==> src/rtl/core/crm_pkg.sv <==
// Package for the crossing range merger: sizes, payload types, command and status structs.
`default_nettype none
package crm_pkg;

  localparam int RangeDepth = 16;
  localparam int IdxW       = $clog2(RangeDepth);
  localparam int CntW       = $clog2(RangeDepth + 1);

  typedef struct packed {
    logic [31:0] src_line;
    logic [15:0] src_begin;
    logic [15:0] src_end;
    logic [15:0] src_words;
    logic [31:0] dst_line;
    logic [15:0] dst_begin;
    logic [15:0] dst_end;
    logic [15:0] dst_words;
    logic        end_of_stream;
  } in_t;

  typedef struct packed {
    logic [31:0] out_src_line;
    logic [15:0] out_src_begin;
    logic [15:0] out_src_end;
    logic [15:0] out_src_words;
    logic [31:0] out_dst_line;
    logic [15:0] out_dst_begin;
    logic [15:0] out_dst_end;
    logic [15:0] out_dst_words;
    logic        last_of_run;
    logic        overflow_seen;
  } out_t;

  // One stored range: positions {src_begin, src_end, dst_begin, dst_end}, sums {src, dst}.
  typedef struct packed {
    logic [63:0] pos;
    logic [31:0] sums;
  } entry_t;

  typedef struct packed {
    logic latch;
    logic decide;
    logic promote;
    logic upd_cur;
    logic clear;
    logic old_clr;
    logic k_clr;
    logic k_inc;
    logic rd_en;
    logic rd_scan;
    logic push_in;
    logic push_merge;
    logic scan_inc;
    logic emit_old;
    logic emit_final;
  } cmd_t;

  typedef struct packed {
    logic grp_change;
    logic flush_cond;
    logic eos;
    logic k_done;
    logic scan_done;
    logic lt_end;
    logic gap;
    logic out_free;
    logic pend_valid;
  } status_t;

  function automatic logic [15:0] sat_add16(input logic [15:0] a, input logic [15:0] b);
    logic [16:0] s;
    s = {1'b0, a} + {1'b0, b};
    return s[16] ? 16'hFFFF : s[15:0];
  endfunction

endpackage
`default_nettype wire

==> src/rtl/core/crm_if.sv <==
// Stream interfaces for the input pairs and the emitted ranges.
`default_nettype none
interface crm_in_if;
  import crm_pkg::*;
  logic valid;
  logic ready;
  in_t  data;
  modport source (output valid, output data, input ready);
  modport sink   (input valid, input data, output ready);
endinterface

interface crm_out_if;
  import crm_pkg::*;
  logic valid;
  logic ready;
  out_t data;
  modport source (output valid, output data, input ready);
  modport sink   (input valid, input data, output ready);
endinterface
`default_nettype wire

==> src/rtl/core/crm_ctrl.sv <==
// Sequencer of the crossing range merger: steps one pair through decide, flush and scan.
`default_nettype none
module crm_ctrl (
  input  wire logic             clk_i,
  input  wire logic             rst_ni,
  input  wire logic             in_valid_i,
  output logic                  in_ready_o,
  input  wire crm_pkg::status_t status_i,
  output crm_pkg::cmd_t         cmd_o
);
  import crm_pkg::*;

  typedef enum logic [2:0] {
    S_IDLE, S_DECIDE, S_FL_CHK, S_FL_EM, S_SC_CHK, S_SC_CMP, S_EOS, S_FINISH
  } state_e;

  state_e state_q, state_d;
  logic   eos_mode_q, eos_mode_d;

  assign in_ready_o = (state_q == S_IDLE);

  always_comb begin
    cmd_o      = '0;
    state_d    = state_q;
    eos_mode_d = eos_mode_q;
    unique case (state_q)
      S_IDLE: begin
        if (in_valid_i) begin
          cmd_o.latch = 1'b1;
          state_d     = S_DECIDE;
        end
      end
      S_DECIDE: begin
        cmd_o.decide = 1'b1;
        eos_mode_d   = 1'b0;
        if (status_i.grp_change) begin
          cmd_o.promote = 1'b1;
          cmd_o.k_clr   = 1'b1;
          if (status_i.flush_cond) begin
            state_d = S_FL_CHK;
          end else begin
            cmd_o.upd_cur = 1'b1;
            state_d       = S_SC_CHK;
          end
        end else begin
          state_d = S_SC_CHK;
        end
      end
      S_FL_CHK: begin
        if (status_i.k_done) begin
          cmd_o.old_clr = 1'b1;
          if (eos_mode_q) begin
            cmd_o.clear = 1'b1;
            state_d     = S_FINISH;
          end else begin
            cmd_o.upd_cur = 1'b1;
            state_d       = S_SC_CHK;
          end
        end else begin
          cmd_o.rd_en = 1'b1;
          state_d     = S_FL_EM;
        end
      end
      S_FL_EM: begin
        if (status_i.out_free) begin
          cmd_o.emit_old = 1'b1;
          cmd_o.k_inc    = 1'b1;
          state_d        = S_FL_CHK;
        end
      end
      S_SC_CHK: begin
        if (status_i.scan_done) begin
          cmd_o.push_in = 1'b1;
          state_d       = S_EOS;
        end else begin
          cmd_o.rd_en   = 1'b1;
          cmd_o.rd_scan = 1'b1;
          state_d       = S_SC_CMP;
        end
      end
      S_SC_CMP: begin
        priority if (status_i.lt_end) begin
          cmd_o.push_in = 1'b1;
          state_d       = S_EOS;
        end else if (status_i.gap) begin
          if (status_i.out_free) begin
            cmd_o.emit_old = 1'b1;
            cmd_o.scan_inc = 1'b1;
            state_d        = S_SC_CHK;
          end
        end else begin
          cmd_o.push_merge = 1'b1;
          cmd_o.scan_inc   = 1'b1;
          state_d          = S_EOS;
        end
      end
      S_EOS: begin
        if (status_i.eos) begin
          cmd_o.promote = 1'b1;
          cmd_o.k_clr   = 1'b1;
          eos_mode_d    = 1'b1;
          state_d       = S_FL_CHK;
        end else begin
          state_d = S_FINISH;
        end
      end
      S_FINISH: begin
        if (status_i.out_free) begin
          cmd_o.emit_final = 1'b1;
          state_d          = S_IDLE;
        end
      end
      default: state_d = S_IDLE;
    endcase
  end

  always_ff @(posedge clk_i or negedge rst_ni) begin
    if (!rst_ni) begin
      state_q    <= S_IDLE;
      eos_mode_q <= 1'b0;
    end else begin
      state_q    <= state_d;
      eos_mode_q <= eos_mode_d;
    end
  end

endmodule
`default_nettype wire

==> src/rtl/core/crm_datapath.sv <==
// Datapath of the crossing range merger: range memory, stream state and result registers.
`default_nettype none
module crm_datapath (
  input  wire logic             clk_i,
  input  wire logic             rst_ni,
  input  wire crm_pkg::in_t     in_data_i,
  input  wire crm_pkg::cmd_t    cmd_i,
  output crm_pkg::status_t      status_o,
  input  wire logic             out_ready_i,
  output logic                  out_valid_o,
  output crm_pkg::out_t         out_data_o
);
  import crm_pkg::*;

  // Two banks; bank_q selects the old list, the other bank holds the new list.
  entry_t mem_q [2][RangeDepth];
  entry_t rd_q;

  in_t            in_q;
  logic [31:0]    cur_sl_q, cur_dl_q;
  logic [15:0]    cur_se_q, grp_begin_q;
  logic           grp_active_q, bank_q, ovf_q, ovf_item_q;
  logic [CntW-1:0] old_cnt_q, new_cnt_q, scan_q, k_q;
  logic           out_valid_q, pend_valid_q;
  out_t           out_q, pend_q;

  entry_t push_entry;
  out_t   emit_rec;
  out_t   held_rec;
  logic   out_take;

  assign out_take = out_valid_q & out_ready_i;

  always_comb begin
    status_o.grp_change = !(grp_active_q && in_q.src_line == cur_sl_q &&
                            in_q.dst_line == cur_dl_q && in_q.src_begin == grp_begin_q);
    status_o.flush_cond = (in_q.src_line != cur_sl_q) || (in_q.dst_line != cur_dl_q) ||
                          (cur_se_q < in_q.src_begin);
    status_o.eos        = in_q.end_of_stream;
    status_o.k_done     = (k_q >= old_cnt_q);
    status_o.scan_done  = (scan_q >= old_cnt_q);
    status_o.lt_end     = (in_q.dst_end < rd_q.pos[15:0]);
    status_o.gap        = (rd_q.pos[15:0] < in_q.dst_begin);
    status_o.out_free   = !out_valid_q || out_ready_i;
    status_o.pend_valid = pend_valid_q;
  end

  always_comb begin
    if (cmd_i.push_merge) begin
      push_entry.pos  = {rd_q.pos[63:48], in_q.src_end, rd_q.pos[31:16], in_q.dst_end};
      push_entry.sums = {sat_add16(rd_q.sums[31:16], in_q.src_words),
                         sat_add16(rd_q.sums[15:0], in_q.dst_words)};
    end else begin
      push_entry.pos  = {in_q.src_begin, in_q.src_end, in_q.dst_begin, in_q.dst_end};
      push_entry.sums = {in_q.src_words, in_q.dst_words};
    end
  end

  always_comb begin
    emit_rec.out_src_line  = cur_sl_q;
    emit_rec.out_src_begin = rd_q.pos[63:48];
    emit_rec.out_src_end   = rd_q.pos[47:32];
    emit_rec.out_src_words = rd_q.sums[31:16];
    emit_rec.out_dst_line  = cur_dl_q;
    emit_rec.out_dst_begin = rd_q.pos[31:16];
    emit_rec.out_dst_end   = rd_q.pos[15:0];
    emit_rec.out_dst_words = rd_q.sums[15:0];
    emit_rec.last_of_run   = 1'b0;
    emit_rec.overflow_seen = ovf_item_q;
  end

  // The held-back result, marked as last when the pair's final emission releases it.
  always_comb begin
    held_rec             = pend_q;
    held_rec.last_of_run = cmd_i.emit_final;
  end

  // Range memory: one read, one write per cycle.
  always_ff @(posedge clk_i) begin
    if (cmd_i.rd_en) begin
      rd_q <= mem_q[bank_q][cmd_i.rd_scan ? scan_q[IdxW-1:0] : k_q[IdxW-1:0]];
    end
    if ((cmd_i.push_in || cmd_i.push_merge) && new_cnt_q < CntW'(RangeDepth)) begin
      mem_q[~bank_q][new_cnt_q[IdxW-1:0]] <= push_entry;
    end
  end

  always_ff @(posedge clk_i) begin
    if (cmd_i.latch) begin
      in_q <= in_data_i;
    end
  end

  always_ff @(posedge clk_i or negedge rst_ni) begin
    if (!rst_ni) begin
      cur_sl_q     <= '0;
      cur_dl_q     <= '1;
      cur_se_q     <= '0;
      grp_begin_q  <= '0;
      grp_active_q <= 1'b0;
      bank_q       <= 1'b0;
      ovf_q        <= 1'b0;
      ovf_item_q   <= 1'b0;
      old_cnt_q    <= '0;
      new_cnt_q    <= '0;
      scan_q       <= '0;
      k_q          <= '0;
    end else begin
      if (cmd_i.decide) begin
        ovf_item_q <= ovf_q | (!status_o.grp_change && new_cnt_q == CntW'(RangeDepth));
      end
      if (cmd_i.promote) begin
        bank_q    <= ~bank_q;
        old_cnt_q <= new_cnt_q;
        new_cnt_q <= '0;
        scan_q    <= '0;
      end
      if (cmd_i.push_in || cmd_i.push_merge) begin
        if (new_cnt_q < CntW'(RangeDepth)) begin
          new_cnt_q <= new_cnt_q + 1'b1;
        end else begin
          ovf_q <= 1'b1;
        end
      end
      if (cmd_i.scan_inc) begin
        scan_q <= scan_q + 1'b1;
      end
      if (cmd_i.k_clr) begin
        k_q <= '0;
      end else if (cmd_i.k_inc) begin
        k_q <= k_q + 1'b1;
      end
      if (cmd_i.old_clr) begin
        old_cnt_q <= '0;
      end
      if (cmd_i.upd_cur) begin
        cur_sl_q     <= in_q.src_line;
        cur_se_q     <= in_q.src_end;
        cur_dl_q     <= in_q.dst_line;
        grp_begin_q  <= in_q.src_begin;
        grp_active_q <= 1'b1;
      end
      if (cmd_i.clear) begin
        new_cnt_q    <= '0;
        scan_q       <= '0;
        cur_sl_q     <= '0;
        cur_se_q     <= '0;
        cur_dl_q     <= '1;
        grp_begin_q  <= '0;
        grp_active_q <= 1'b0;
      end
    end
  end

  // One result is held back so that the last one of a pair can be marked.
  always_ff @(posedge clk_i or negedge rst_ni) begin
    if (!rst_ni) begin
      out_valid_q  <= 1'b0;
      pend_valid_q <= 1'b0;
    end else begin
      if ((cmd_i.emit_old || cmd_i.emit_final) && pend_valid_q) begin
        out_valid_q <= 1'b1;
      end else if (out_take) begin
        out_valid_q <= 1'b0;
      end
      if (cmd_i.emit_old) begin
        pend_valid_q <= 1'b1;
      end else if (cmd_i.emit_final) begin
        pend_valid_q <= 1'b0;
      end
    end
  end

  always_ff @(posedge clk_i) begin
    if ((cmd_i.emit_old || cmd_i.emit_final) && pend_valid_q) begin
      out_q <= held_rec;
    end
    if (cmd_i.emit_old) begin
      pend_q <= emit_rec;
    end
  end

  assign out_valid_o = out_valid_q;
  assign out_data_o  = out_q;

endmodule
`default_nettype wire

==> src/rtl/core/crossing_range_merger.sv <==
// Top level of the crossing range merger: sequencer, datapath and checks.
`default_nettype none
// Channel  Direction  Handshake      Payload
// in_i     sink       valid/ready    one matched pair (crm_pkg::in_t)
// out_o    source     valid/ready    one emitted crossing range (crm_pkg::out_t)
//
// A pair is taken only when the sequencer is idle, and the next one only after decide, scan
// check, end of stream check and final emission. Every old range emitted by a flush or by
// the scan adds a read and an emit state, since the range memory has one read port with a
// registered read; every flush pass, the one at end of stream included, adds an end check,
// and a scan ending on a compare adds that compare. After reset all counts are zero and no
// clearing pass is needed. A stalled output holds the sequencer at its next emission; the
// final result of a pair leaves the output register while the next pair is being taken.
module crossing_range_merger (
  input  wire logic  clk_i,
  input  wire logic  rst_ni,
  crm_in_if.sink     in_i,
  crm_out_if.source  out_o
);
  import crm_pkg::*;

  cmd_t    cmd;
  status_t status;
  logic    in_ready;

  // The sequencer decides what happens in each cycle; the datapath only obeys commands.
  crm_ctrl u_ctrl (
    .clk_i      (clk_i),
    .rst_ni     (rst_ni),
    .in_valid_i (in_i.valid),
    .in_ready_o (in_ready),
    .status_i   (status),
    .cmd_o      (cmd)
  );

  // The datapath holds the old and new range lists in two banks of one memory, so that
  // promoting the new list to the old one is a bank swap rather than a copy.
  crm_datapath u_dp (
    .clk_i       (clk_i),
    .rst_ni      (rst_ni),
    .in_data_i   (in_i.data),
    .cmd_i       (cmd),
    .status_o    (status),
    .out_ready_i (out_o.ready),
    .out_valid_o (out_o.valid),
    .out_data_o  (out_o.data)
  );

  assign in_i.ready = in_ready;

`ifndef SYNTH
  // A new pair is never taken while a result of the previous one is still held back.
  a_idle_no_pend: assert property (@(posedge clk_i) disable iff (!rst_ni)
    in_ready |-> !status.pend_valid)
    else $error("pair taken with a held-back result");

  // After a transfer on the input the sequencer is busy in the next cycle.
  a_busy_after_accept: assert property (@(posedge clk_i) disable iff (!rst_ni)
    (in_i.valid && in_ready) |=> !in_ready)
    else $error("input ready directly after a transfer");

  // Emissions are only issued when the output register can take them.
  a_emit_room: assert property (@(posedge clk_i) disable iff (!rst_ni)
    (cmd.emit_old || cmd.emit_final) |-> status.out_free)
    else $error("emission into a full output register");
`endif

endmodule
`default_nettype wire

==> src/flat_wrapper.sv <==
// flat-port wrapper written by rule: the top's interface ports become plain ports
module crossing_range_merger_flat import crm_pkg::*;
  (clk_i, rst_ni, in_i_valid, in_i_data, in_i_ready, out_o_valid, out_o_data, out_o_ready);
  crm_in_if in_i_i ();
  crm_out_if out_o_i ();
  input  wire logic clk_i;
  input  wire logic rst_ni;
  input wire logic [$bits(in_i_i.valid)-1:0] in_i_valid;
  input wire logic [$bits(in_i_i.data)-1:0] in_i_data;
  output wire logic [$bits(in_i_i.ready)-1:0] in_i_ready;
  output wire logic [$bits(out_o_i.valid)-1:0] out_o_valid;
  output wire logic [$bits(out_o_i.data)-1:0] out_o_data;
  input wire logic [$bits(out_o_i.ready)-1:0] out_o_ready;
  assign in_i_i.valid = in_i_valid;
  assign in_i_i.data = in_i_data;
  assign in_i_ready = in_i_i.ready;
  assign out_o_valid = out_o_i.valid;
  assign out_o_data = out_o_i.data;
  assign out_o_i.ready = out_o_ready;
  crossing_range_merger u_core (.clk_i(clk_i), .rst_ni(rst_ni), .in_i(in_i_i), .out_o(out_o_i));
endmodule
==> config.mk <==
export PLATFORM = sky130hd
export DESIGN_NAME = crossing_range_merger_flat
export DESIGN_NICKNAME = d
export VERILOG_FILES = /design/src/rtl/core/crm_pkg.sv /design/src/rtl/core/crm_if.sv /design/src/rtl/core/crm_ctrl.sv /design/src/rtl/core/crm_datapath.sv /design/src/rtl/core/crossing_range_merger.sv /design/src/flat_wrapper.sv
export SDC_FILE = /design/constraint.sdc
export NUM_CORES = 2
export LEC_CHECK = 0
export ABC_AREA = 1
export BUFFER_PORTS_ARGS = -buffer_cell sky130_fd_sc_hd__buf_2
export CORE_MARGIN = 1.5
export CORE_UTILIZATION = 60
export DETAILED_ROUTE_END_ITERATION = 7
export GPL_ROUTABILITY_DRIVEN = 0
export PLACE_DENSITY = 0.77
export SYNTH_ARGS = -nofsm -noshare
export SYNTH_HDL_FRONTEND = slang
export SYNTH_SLANG_ARGS = --single-unit
==> constraint.sdc <==
create_clock -name clk_i -period 10.3 [get_ports clk_i]
set_clock_uncertainty 0.2 [all_clocks]
set_input_delay 1.545 -clock clk_i [delete_from_list [all_inputs] [get_ports clk_i]]
set_output_delay 1.545 -clock clk_i [all_outputs]
set_load 0.01 [all_outputs]
==> out/qor.txt <==
status: complete, but fails checks
failing checks: design-rule violations, max-capacitance violations, max-slew violations
H-tree levels: 5
ys async rst share: 3.335%
share of layout cells above drive strength 1: 9.146%
crit path capture type: flip-flop
vias in the first global route: 96,000
f_max: 0.1362 GHz
# port buffers: 328
CP required: 10.67 ns
initial core utilization: 60.32%
via total after detailed routing: 99,370
Worst path top cell family by delay: simple AND/OR/NAND/NOR gates
CP Cell Sequence: ha_1, nand2_1, inv_1, nand3_1, nor2_1, nand2_1, nand2_1, nand3_1, inv_6, nor2_1, nor2_1, nand2_1, nor2_4, buf_12
Sink Count: 3,778
Data arrival, critical path: 7.72 ns
Layout Nets: 12,260
core area: 248,400 um2
CP max stage delay: 1.07 ns
cell row count: 183
final setup vio count: 0
Detailed Route WL: 415.0 mm
crit-path max FO: 80
placed cell areas: 154,600 um2
GRT overflow: 0
DR WL/cell: 26.55 um
DRC: 2
flops & latches, synth: 3,778
worst vdd ir: 367.6 uV
YS warnings: 0
total negative slack: 0 ns
slowest CP cell: edfxtp_1
Worst R2R Path Depth: 14
reg2reg end: u_core.u_dp.mem_q[0][1214]$_DFFE_PP_
I/O pin count: 329
CP Buf/Inv Count: 3
WS Path Type: flip-flop to flip-flop
# Max-Cap Violations: 1
PostCTS Resize Cnt: 0
hold depth: 0
clock slew at reported path FFs: 0.06 ns
post-DP HPWL: 207.4 mm
P&R area growth vs syn: 10.95%
PwrDens: 280.2 nW/um2
die span in x: 502.7 um
DR pass1 iterations: 8
number of DRC markers in iteration 0: 16,600
ys flop type: edfxtp_1
Tightest Pin Transition: 1.547 ns
P_leak: 0.06002 uW
GR Util All Layers: 32.40%
hold_ws: 0.1980 ns
fill count: 16,350
chip height: 502.7 um
fin. max-slew vios: 33
Crit Reg-Reg Startpoint: u_core.u_dp.in_q[31]$_DFFE_PP_
initial antenna violation count: 29
Core Util, Final: 66.92%
CP Depth: 14
antenna-violating nets left: 0
worst-skew pair later-pin latency: 1.00 ns
Slew HR: -3.107%
Post-CTS Setup Repair Bufs: 0
largest net degree at the start of global routing: 245
Longest Clk Path Bufs: 4
total clock buffers created by CTS: 379
Clock Tree Root: clkbuf_16
Post-Synthesis Cells: 11,790
HP Class: flip-flop to flip-flop
hold endpoint: u_core.u_dp.out_data_o[5]$_DFFE_PP_
Post-synth EDFFs: 3,652
sequential share of the synthesized area: 75.31%
min Tclk post-route: 7.343 ns
Mean Syn Cell Area: 12.71 um2
first-pass GRT wire length: 604.4 mm
post-route cell area: 166,300 um2
Vias/cell: 6.356
mapped cell area: 149,800 um2
Die Area: 252,800 um2
Final Power: 46,590 uW
startpoint types: flip-flop
period utilization: 71.29%
Fin. Hold Viols: 0
Hold Buf Count CTS: 0
Hold Startpoint: u_core.u_dp.held_rec[5]$_DFFE_PP_
TritonCTS clock tree: built
Distinct cells, synth: 49
Top cell by count, worst path: nand2_1
setup repair after global routing missed its margin: false
Mapped Nets: 12,050
R2R Setup Slk: 2.96 ns
## cell usage after synthesis (21+ instances only)
cell	number	area share, %
edfxtp_1	3652	73
nand3_1	2805	9.4
ha_1	93	0.78
nand4_1	21	0.088
buf_4	47	0.24
dfstp_2	32	0.56
nor2_1	190	0.48
xor2_1	37	0.22
a21oi_1	58	0.19
dfrtp_1	94	1.6
o21ai_0	108	0.36
o21a_1	25	0.13
buf_1	33	0.083
clkbuf_1	361	0.90
buf_2	239	0.80
nand2_1	3507	8.8
inv_1	201	0.50
mux2i_1	191	1.3
## flip-flops by register name, summed over array words and instances (netlist names), 16 cells and up
register,flops
u_core.u_dp.mem_q,3072
u_core.u_dp.out_data_o,162
u_core.u_dp.held_rec,161
u_core.u_dp.in_q,160
u_core.u_dp.emit_rec,96
u_core.u_dp.cur_dl_q,32
u_core.u_dp.cur_sl_q,32
u_core.u_dp.cur_se_q,16
u_core.u_dp.grp_begin_q,16
## logic make-up after synthesis
family / synth area share, %
fa+ha+maj: 0.8033
flops: 75.31
xor+xnor: 0.2805
buf+inv: 2.609
mux: 1.276
compound gates: 0.8959
simple gates: 18.82
## where the power goes
| part | total, uW | internal [uW] | leakage (uW) | switching, uW |
|---|---|---|---|---|
| Combinational | 13600 | 3660 | 0.0199 | 9930 |
| Clock | 13100 | 7450 | 0.00568 | 5630 |
| Sequential | 19900 | 19100 | 0.0345 | 842 |
## placed cells by master (no fill, tap or decap), drive strengths merged, types with 37 or more instances in the layout
cell type and count:
edfxtp 3652, nand2 3508, nand3 2806, buf 519
clkbuf 486, inv 214, mux2i 191, nor2 191
clkinv 147, o21ai 115, dfrtp 94, ha 93
a21oi 58, xor2 37
## cell type report
class | instances | area (um2) | share of cell area (%)
antenna | 15 | 37.54 | 0.02258
clock buffer | 486 | 10150 | 6.106
clock inverter | 182 | 1443 | 0.8677
inverter | 208 | 828.3 | 0.4982
multi-input combinational | 7117 | 33440 | 20.11
sequential | 3778 | 112900 | 67.88
tap | 3330 | 4167 | 2.506
timing repair buffer | 519 | 3332 | 2.004
## through the flow
| step | std cells | setup slack, ns |
|---|---|---|
| global route | 15630 | 2.893 |
| finish | 15640 | 2.957 |
| CTS | 15620 | 3.276 |
| detailed placement | 14950 | 3.360 |
| floorplan | 11790 | 1.210 |
| global placement | 14950 | 3.531 |
## worst max path at each step
stage                                    from                                    to
6_report       u_core.u_dp.in_q[31]$_DFFE_PP_  u_core.u_dp.mem_q[0][1214]$_DFFE_PP_
5_1_grt        u_core.u_dp.in_q[31]$_DFFE_PP_  u_core.u_dp.mem_q[0][1214]$_DFFE_PP_
4_1_cts        u_core.u_dp.in_q[31]$_DFFE_PP_   u_core.u_dp.mem_q[0][794]$_DFFE_PP_
3_5_place_dp   u_core.u_dp.in_q[32]$_DFFE_PP_   u_core.u_dp.mem_q[0][811]$_DFFE_PP_
3_3_place_gp   u_core.u_dp.in_q[31]$_DFFE_PP_  u_core.u_dp.mem_q[0][1214]$_DFFE_PP_
2_1_floorplan                      in_i_valid       u_core.u_dp.in_q[100]$_DFFE_PP_
## routing by layer
layer	global-route usage, %	vias up	share of wire (%)
li1	-	42500	-
met1	43.17	47860	35
met2	50.36	7751	46
met3	7.234	1247	13
met4	16.80	20	5.4
met5	0	-	0.026
Note: power is estimated with default switching activity, not from simulation.
